===== src/rtl/osq_pkg.sv =====
package osq_pkg;

  localparam int ANGLE_W  = 13;
  localparam int POS_W    = 8;
  localparam int LABEL_W  = 8;
  localparam int CFG_W    = 9;
  localparam int CFG_IDX_W = 2;
  localparam int SPAN_W   = 4;

  localparam int ANGLE_STEP  = 360;
  localparam int HALF_STEP   = 180;
  localparam int RECIP_SHIFT = 22;
  localparam int RECIP_MULT  = (1 << RECIP_SHIFT) / ANGLE_STEP;
  localparam int RECIP_W     = 14;
  localparam int QUOT_W      = 5;
  localparam int REM_W       = 14;

  localparam logic [CFG_IDX_W-1:0] CFG_FRAME_ROWS  = 2'd0;
  localparam logic [CFG_IDX_W-1:0] CFG_FRAME_COLS  = 2'd1;
  localparam logic [CFG_IDX_W-1:0] CFG_SPREAD_SPAN = 2'd2;

  localparam logic [CFG_W-1:0]  FRAME_ROWS_RST  = 9'd256;
  localparam logic [CFG_W-1:0]  FRAME_COLS_RST  = 9'd256;
  localparam logic [SPAN_W-1:0] SPREAD_SPAN_RST = 4'd4;

endpackage


===== src/rtl/osq_quant.sv =====
module osq_quant (
  input  logic                          clk_i,
  input  logic [osq_pkg::ANGLE_W-1:0]   angle_i,
  output logic [osq_pkg::LABEL_W-1:0]   label_o
);

  localparam int PROD_W = osq_pkg::ANGLE_W + osq_pkg::RECIP_W;

  logic [PROD_W-1:0]              prod;
  logic [osq_pkg::QUOT_W-1:0]     quot_d, quot_q;
  logic [osq_pkg::ANGLE_W-1:0]    angle_q;
  logic [osq_pkg::REM_W-1:0]      qmul, rem0, rem1;
  logic [2:0]                     q1, q2;
  logic                           over;

  assign prod   = PROD_W'(angle_i) * PROD_W'(osq_pkg::RECIP_MULT);
  assign quot_d = prod[PROD_W-1 -: osq_pkg::QUOT_W];

  always_ff @(posedge clk_i) begin
    quot_q  <= quot_d;
    angle_q <= angle_i;
  end

  always_comb begin
    qmul = osq_pkg::REM_W'(quot_q) * osq_pkg::REM_W'(osq_pkg::ANGLE_STEP);
    rem0 = osq_pkg::REM_W'(angle_q) - qmul;
    over = rem0 >= osq_pkg::REM_W'(osq_pkg::ANGLE_STEP);
    q1   = quot_q[2:0] + 3'(over);
    rem1 = over ? rem0 - osq_pkg::REM_W'(osq_pkg::ANGLE_STEP) : rem0;
    q2   = q1;
    if (rem1 > osq_pkg::REM_W'(osq_pkg::HALF_STEP) ||
        (rem1 == osq_pkg::REM_W'(osq_pkg::HALF_STEP) && q1[0])) begin
      q2 = q1 + 3'd1;
    end
    label_o = osq_pkg::LABEL_W'(1) << q2;
  end

endmodule


===== config.mk =====
export PLATFORM = sky130hd
export DESIGN_NAME = osq_quant
export DESIGN_NICKNAME = d
export VERILOG_FILES = /design/src/rtl/osq_pkg.sv /design/src/rtl/osq_quant.sv
export SDC_FILE = /design/constraint.sdc
export NUM_CORES = 1
export LEC_CHECK = 0
export ABC_AREA = 0
export BUFFER_PORTS_ARGS = -buffer_cell sky130_fd_sc_hd__buf_4
export CAP_MARGIN = 20
export CORE_MARGIN = 2
export CORE_UTILIZATION = 32
export DETAILED_ROUTE_END_ITERATION = 8
export PLACE_DENSITY_LB_ADDON = 0.25
export RECOVER_POWER = 100
export SLEW_MARGIN = 10
export SYNTH_ARGS = -nofsm -noshare
export SYNTH_HDL_FRONTEND = slang
export SYNTH_SLANG_ARGS = --single-unit
export TNS_END_PERCENT = 100

===== constraint.sdc =====
create_clock -name clk_i -period 11.78 [get_ports clk_i]
set_input_delay 3.534 -clock clk_i [delete_from_list [all_inputs] [get_ports clk_i]]
set_output_delay 3.534 -clock clk_i [all_outputs]
set_load 0.05 [all_outputs]

## After elaboration in Yosys (flattened, before gate mapping)

Cells that the tools add are included.

| operators by class | value |
|---|---|
| add/subtract/negate cells | 4 |
| multiply operators | 2 |
| magnitude comparators | 2 |
| eq/ne operators | 1 |
| shift operators | 1 |
| multiplexer cells | 2 |
| reduce and logical (&&, ||, !) cells | 2 |

Operator list:

| cell | count |
|---|---|
| $mul A13 B13 Y26 const B | 1 |
| $eq A14 B8 Y1 const B | 1 |
| $ge A14 B9 Y1 const B | 1 |
| $gt A14 B8 Y1 const B | 1 |
| $mux W14 | 1 |
| $sub A13 B14 Y14 | 1 |
| $sub A14 B9 Y14 const B | 1 |
| $mul A5 B6 Y11 const B | 1 |
| $shl A1 B3 Y8 const A | 1 |
| $add A3 B1 Y3 | 1 |
| $add A3 B1 Y3 const B | 1 |
| $mux W3 | 1 |
| $logic_and A1 B1 Y1 | 1 |
| $logic_or A1 B1 Y1 | 1 |

| storage, ports and cells | value |
|---|---|
| register bits after elaboration | 18 |
| logic and storage cells | 16 |

## Logic depth before layout (Yosys ltp)

Gate-level depths: netlist of run 1.

| logic depth | value |
|---|---|
| word-level depth | 9 |
| depth in mapped cells | 32 |
| depth with buffers taken out | 29 |

## Worst setup path before layout of run 1

OpenSTA, ideal clock, no wires.

| timing path | value |
|---|---|
| kind | register to output |
| from | reg quot_q[2] (netlist bit) |
| to | out label_o[0] (netlist bit) |
| arrival | 7.311 ns |
| setup slack | 0.935 ns |
| cell stages (with the launch flop) | 29 |
| cell sequence | dfxtp_1 ha_1 ha_1 fa_1 ha_1 a21oi_1 xnor2_1 ha_1 nor3_1 o21ai_0 a21o_1 a21o_1 a21oi_1 xor3_1 nor3_1 nand2_1 ha_1 clkbuf_1 o31ai_1 inv_1 o21ai_0 a21oi_1 o211ai_1 nand2_1 o211a_1 buf_6 or2_1 buf_6 o41ai_1 |

| between the ends | value |
|---|---|
| longest elaborated chain between the ends | 9 |
| elaborated cells between the ends (all ways) | 13 |
| classes of those cells | 4 x add/sub; 1 x mul; 2 x order compare; 1 x eq/ne; 1 x shift; 2 x mux; 2 x reduce/logical |

Ends and longest elaborated chain:

| what | line | source |
|---|---|---|
| start, declared | osq_quant.sv:10 | `logic [osq_pkg::QUOT_W-1:0] quot_d, quot_q;` |
| start signal, assigned | osq_quant.sv:20 | `quot_q <= quot_d;` |
| parallel branches: the longest is 7 deep, another holds $sub A13 B14 Y14 | - |  |
| $mux W3 * | osq_quant.sv:31 | `if (rem1 > osq_pkg::REM_W'(osq_pkg::HALF_STEP) \|\|` |
| $shl A1 B3 Y8 * | osq_quant.sv:35 | `label_o = osq_pkg::LABEL_W'(1) << q2;` |
| end, declared | osq_quant.sv:4 | `output logic [osq_pkg::LABEL_W-1:0] label_o` |

Every way passes the cells marked *.

## Worst setup path in the final report of run 1

Ends and elaborated chain as after synthesis.

==> impl_metrics.py, run 1 <==
metrics = {
    "cts": {
        "cts_setup_buffers": 0,
        "root_buffer": "clkbuf_16",
        "numCtsBuffers": 3,
        "clk_pin_slew_ps": 50,
        "cts_tree": "done",
        "clockBufferDepth": 2,
        "postCtsResizedCells": 0,
        "htree_levels": 1,
        "ctsHoldBuffers": 0,
        "clock-sinks": 18,
    },
    "worst_setup_path": {
        "cp-startpoint": "quot_q[2]$_DFF_P_",
        "critical_path.endpoint": "label_o[0]",
        "crit_path_end_kind": "output port",
        "arrival_ps": 7290,
        "crit_fanout": 11,
        "critPathRequiredTime_ps": 8250,
        "path_class": "register to output port",
        "start_kind": "register",
    },
    "die": {
        "die_x_um": 116,
        "die-height_um": 116,
        "initial_utilization_pct": 33.0,
        "rows": 40,
        "die_area_um2": 13400,
        "fp.coreArea_um2": 12100,
        "ioPinCount": 22,
    },
    "timing": {
        "fmax_mhz": 92.4,
        "finalCritPeriodShare_pct": 91.9,
        "holdWs_ps": 3500,
        "drv_slew": 0,
        "rsz0062_at_grt": "false",
        "tightest_slew_ps": 880,
        "finalHoldViolations": 0,
        "finalCriticalPeriod_ps": 10830,
        "slew_headroom_pct": 41.1,
        "tns_ps": 0,
        "setup_viol": 0,
    },
    "global_routing": {
        "antenna_found_initial": 0,
        "grt_max_degree": 12,
        "grt_pass1_vias": 3059,
        "grtUsageTotal_pct": 13.3,
        "grt_pass1_wl_um": 14400,
        "grt_overflow_total": 0,
    },
    "detailed_routing": {
        "drtAntennaViolNets": 0,
        "drc": 0,
        "drt_pass1_iterations": 4,
        "via_per_inst": 4.85,
        "drt_iter0_drc": 183,
        "post_drt_wl_per_cell_um": 13.2,
        "vias": 2971,
        "wl_um": 8110,
    },
    "synth": {
        "synth_ff_type": "dfxtp_1",
        "ys_ff_latch": 18,
        "synthArstFlopShare_pct": 0,
        "yosysUniqueCellTypes": 55,
        "syn_area_um2": 4000,
        "syn_avg_cell_area_um2": 9.38,
        "syn_nets": 584,
        "synth_edf_count": 0,
        "yosys_warnings": 0,
        "synth-seq-area-share_pct": 9.02,
        "netlist_instances": 426,
    },
    "placed_design": {
        "gp_congestion": 0.781,
        "io_buffers": 21,
        "dpl-instance-area_um2": 4310,
        "hpwl_um": 7140,
    },
    "final_layout": {
        "final_area_um2": 4330,
        "utilization_pct": 35.7,
        "drive_above_1_share_pct": 2.48,
        "antennaDiodeCount": 0,
        "nets": 603,
        "nFillCells": 1284,
        "layout_commonest_cell": "ha_1",
        "mostFrequentLayoutCells": "ha_1 (106), inv_1 (89), fa_1 (38)",
        "areaGrowthSynthToFinish_pct": 8.30,
    },
    "run_status": {
        "status": "finished clean",
    },
    "hold_path": {
        "worstHoldStart": "angle_i[3]",
        "hold_class": "primary input to register",
    },
    "run": {
        "cap_viol_max_count": 0,
    },
}
synthesized netlist by cell type (2+ instances only):
master	n	area, um2
a211o_1	2	17.5
a21o_1	8	60.1
a21oi_1	18	90.1
a41o_1	4	40.0
and2_1	2	12.5
buf_6	3	33.8
clkbuf_1	3	11.3
dfxtp_1	18	360
fa_1	38	761
ha_1	106	1330
inv_1	89	334
nand2_1	14	52.6
nand2b_1	2	12.5
nand3_1	5	25.0
nand4_1	3	18.8
nand4b_1	2	17.5
nor2_1	9	33.8
nor2b_1	6	37.5
nor3_1	11	55.1
nor4_1	2	12.5
o2111ai_1	5	43.8
o211ai_1	3	22.5
o21a_1	6	45.0
o21ai_0	10	50.1
o21ai_1	2	10.0
o21bai_1	2	15.0
o31ai_1	3	22.5
o41ai_1	4	35.0
or2_1	3	18.8
or3_1	2	12.5
xnor2_1	10	87.6
xor2_1	8	70.1
metrics by stage:
stage | cells | worst slack (ps)
final | 612 | 953
after global routing | 612 | 360
after global placement | 608 | 1720
after floorplan | 426 | 935
after CTS | 612 | 1230
after detailed placement | 608 | 1520
logic make-up (layout without fill, tap and decap cells):
| logic type | count (synthesis) | in the layout | share of synthesized area (%) |
|---|---|---|---|
| mux | 2 | 2 | 0.532 |
| simple gates | 64 | 64 | 8.39 |
| compound gates | 83 | 83 | 15.7 |
| xor+xnor | 19 | 19 | 4.54 |
| buf+inv | 96 | 114 | 9.61 |
| fa+ha+maj | 144 | 144 | 52.2 |
| flops | 18 | 18 | 9.02 |
per-layer routing:
metal  wire length (um)  GRT usage (%)  up-vias
met2               3770           22.0       17
met1               4170           19.0     1428
met5                  0              0        -
met3                 70          0.523        6
met4                 99           3.49        0
li1                   -              -     1520
how the worst min path moves through the flow:
| stage | end | slack [ps] | depth (start not counted) |
|---|---|---|---|
| after detailed placement | angle_q[3]$_DFF_P_ | 3690 | 1 |
| after CTS | angle_q[2]$_DFF_P_ | 3430 | 1 |
| final | angle_q[3]$_DFF_P_ | 3500 | 1 |
| after global routing | angle_q[3]$_DFF_P_ | 3520 | 1 |
| after floorplan | angle_q[0]$_DFF_P_ | 3560 | 0 |
| after global placement | angle_q[2]$_DFF_P_ | 3690 | 1 |
flip-flops by register name (all words and copies together) (netlist names):
name	count
angle_q	13
quot_q	5
worst max-delay path: stages (launching register included):
cell      delay (ps)
dfxtp_1          420
ha_1             290
ha_1             280
ha_1             310
ha_1             300
a21o_1           190
a21oi_1          210
xnor2_1          100
ha_1             210
nor3_1           470
o21ai_0          200
a21o_1           260
a21o_1           190
a21oi_1          150
xor3_1           260
nor3_1           200
nand2_1           80
ha_1             430
o31ai_1          340
inv_1             90
o21ai_0          150
a21oi_1           90
o211ai_1         220
nand2_1           80
o211a_1          340
or2_0            380
o41ai_1          310
clkbuf_1         510
cell type report:
cell class,instances,area (um2),share of cell area (%)
multi-input cells,312,3250,75.1
flip-flops and latches,18,360,8.33
inverters,89,334,7.72
well taps,168,210,4.86
clock buffers,4,88.8,2.05
repair buffers,21,82.6,1.91
Power of run 1 is left out: the tool's default activity adds up to more than one toggle a clock period on the data nets, which glitch-free logic cannot reach.
==> inputs of run 2 (changes only) <==
--- a/constraint.sdc
+++ b/constraint.sdc
@@ -3,2 +3,2 @@
 set_output_delay 3.534 -clock clk_i [all_outputs]
-set_load 0.05 [all_outputs]
+set_load 0.02 [all_outputs]
==> run 2 against run 1 <==
Effect of this change: core utilization did not move; critical path depth fell by 1; sequential cell count did not move; die area did not move; first-iteration DRC count up 9.8%; via count decreased by 0.44%; global-route usage about the same; worst setup slack better by 250 ps; final cell count is the same; critical endpoint is now label_o[3].
==> impl_metrics.py, run 2 (synthesized netlist as in run 1, its figures left out) <==
metrics = {
    "timing": {
        "tightest_slew_ps": 950,
        "setup_viol": 0,
        "finalCriticalPeriod_ps": 10580,
        "fmax_mhz": 94.5,
        "slew_headroom_pct": 36.5,
        "drv_slew": 0,
        "setup_ws_ps": 1200,
        "rsz0062_at_grt": "false",
        "finalCritPeriodShare_pct": 89.8,
        "tns_ps": 0,
        "finalHoldViolations": 0,
    },
    "global_routing": {
        "grt_pass1_vias": 3051,
        "antenna_found_initial": 0,
        "grt_max_degree": 12,
        "grt_overflow_total": 0,
        "grt_pass1_wl_um": 14400,
        "grtUsageTotal_pct": 13.3,
    },
    "cts": {
        "cts_tree": "done",
        "clockBufferDepth": 2,
        "ctsHoldBuffers": 0,
        "htree_levels": 1,
        "postCtsResizedCells": 0,
        "root_buffer": "clkbuf_16",
        "clk_pin_slew_ps": 50,
        "numCtsBuffers": 3,
        "clock-sinks": 18,
        "cts_setup_buffers": 0,
    },
    "final_layout": {
        "areaGrowthSynthToFinish_pct": 8.30,
        "mostFrequentLayoutCells": "ha_1 (106), inv_1 (89), fa_1 (38)",
        "largest_register_ffs": 13,
        "antennaDiodeCount": 0,
        "regArea_um2": 360,
        "nets": 603,
        "drive_above_1_share_pct": 2.48,
        "nFillCells": 1279,
        "multi_input_area_um2": 3250,
        "layout_commonest_cell": "ha_1",
        "top_regs": "angle_q x13, quot_q x5",
        "largest_register": "angle_q",
    },
    "hold_path": {
        "holdPathStages": 1,
        "holdPathEnd": "angle_q[3]$_DFF_P_",
        "hold_class": "primary input to register",
        "worstHoldStart": "angle_i[3]",
    },
    "detailed_routing": {
        "drt_pass1_iterations": 4,
        "drc": 0,
        "drtAntennaViolNets": 0,
        "post_drt_wl_per_cell_um": 13.3,
        "vias": 2958,
        "via_per_inst": 4.83,
        "wl_um": 8110,
        "drt_iter0_drc": 201,
    },
    "worst_setup_path": {
        "crit_path_end_kind": "output port",
        "cpLargestDelayFamily": "compound AO/OA/AOI/OAI gates",
        "crit_fanout": 11,
        "cp.buffers_inverters": 2,
        "crit_top_cell": "ha_1",
        "arrival_ps": 7040,
        "slowest_stage": "fa_1",
        "path_class": "register to output port",
        "crit_path_max_incr_delay_ps": 460,
        "start_kind": "register",
        "critPathRequiredTime_ps": 8250,
    },
    "placed_design": {
        "hpwl_um": 7130,
        "gp_congestion": 0.786,
        "io_buffers": 21,
        "dp_slack_ps": 1540,
    },
    "run_status": {
        "status": "finished clean",
    },
    "run": {
        "cap_viol_max_count": 0,
    },
    "die": {
        "rows": 40,
        "die_x_um": 116,
        "die_area_um2": 13400,
        "initial_utilization_pct": 33.0,
        "ioPinCount": 22,
        "die-height_um": 116,
        "fp.coreArea_um2": 12100,
    },
}
==> run 2: metal layers <==
metal | wire, um | vias up | share of wire, % | global-route usage, %
met5 | 0 | - | 0 | 0
met1 | 4070 | 1407 | 50 | 18.8
met2 | 3820 | 28 | 47 | 22.5
li1 | - | 1515 | - | -
met4 | 121 | 0 | 1.5 | 3.57
met3 | 103 | 8 | 1.3 | 0.366
==> run 2: layout make-up <==
cell class                 instances  share of cell area (%)
sequential                        18                    8.33
timing repair buffer              21                    1.91
tap                              168                    4.86
multi-input combinational        312                    75.1
inverter                          89                    7.72
clock buffer                       4                    2.05
==> run 2: through the flow <==
stage / instances / utilization, % / instance area (um2) / hold WS, ps
finish: 612 / 35.7 / 4330 / 3500
global route: 612 / 35.7 / 4330 / 3510
CTS: 612 / 36.3 / 4400 / 3430
detailed placement: 608 / 35.6 / 4310 / 3690
global placement: 608 / 35.6 / 4310 / 3690
floorplan: 426 / - / 4000 / 3560
==> run 2: how the worst max path moves through the flow <==
stage	from	endpoint	slack (ps)	cells past startpoint
after floorplan	quot_q[2]$_DFF_P_	label_o[0]	1800	28
after global placement	quot_q[2]$_DFF_P_	label_o[0]	1780	26
after detailed placement	quot_q[2]$_DFF_P_	label_o[1]	1540	26
after CTS	quot_q[2]$_DFF_P_	label_o[1]	1250	26
after global routing	quot_q[2]$_DFF_P_	label_o[0]	620	26
final	quot_q[2]$_DFF_P_	label_o[3]	1200	26
Power of run 2 is left out for the same reason.
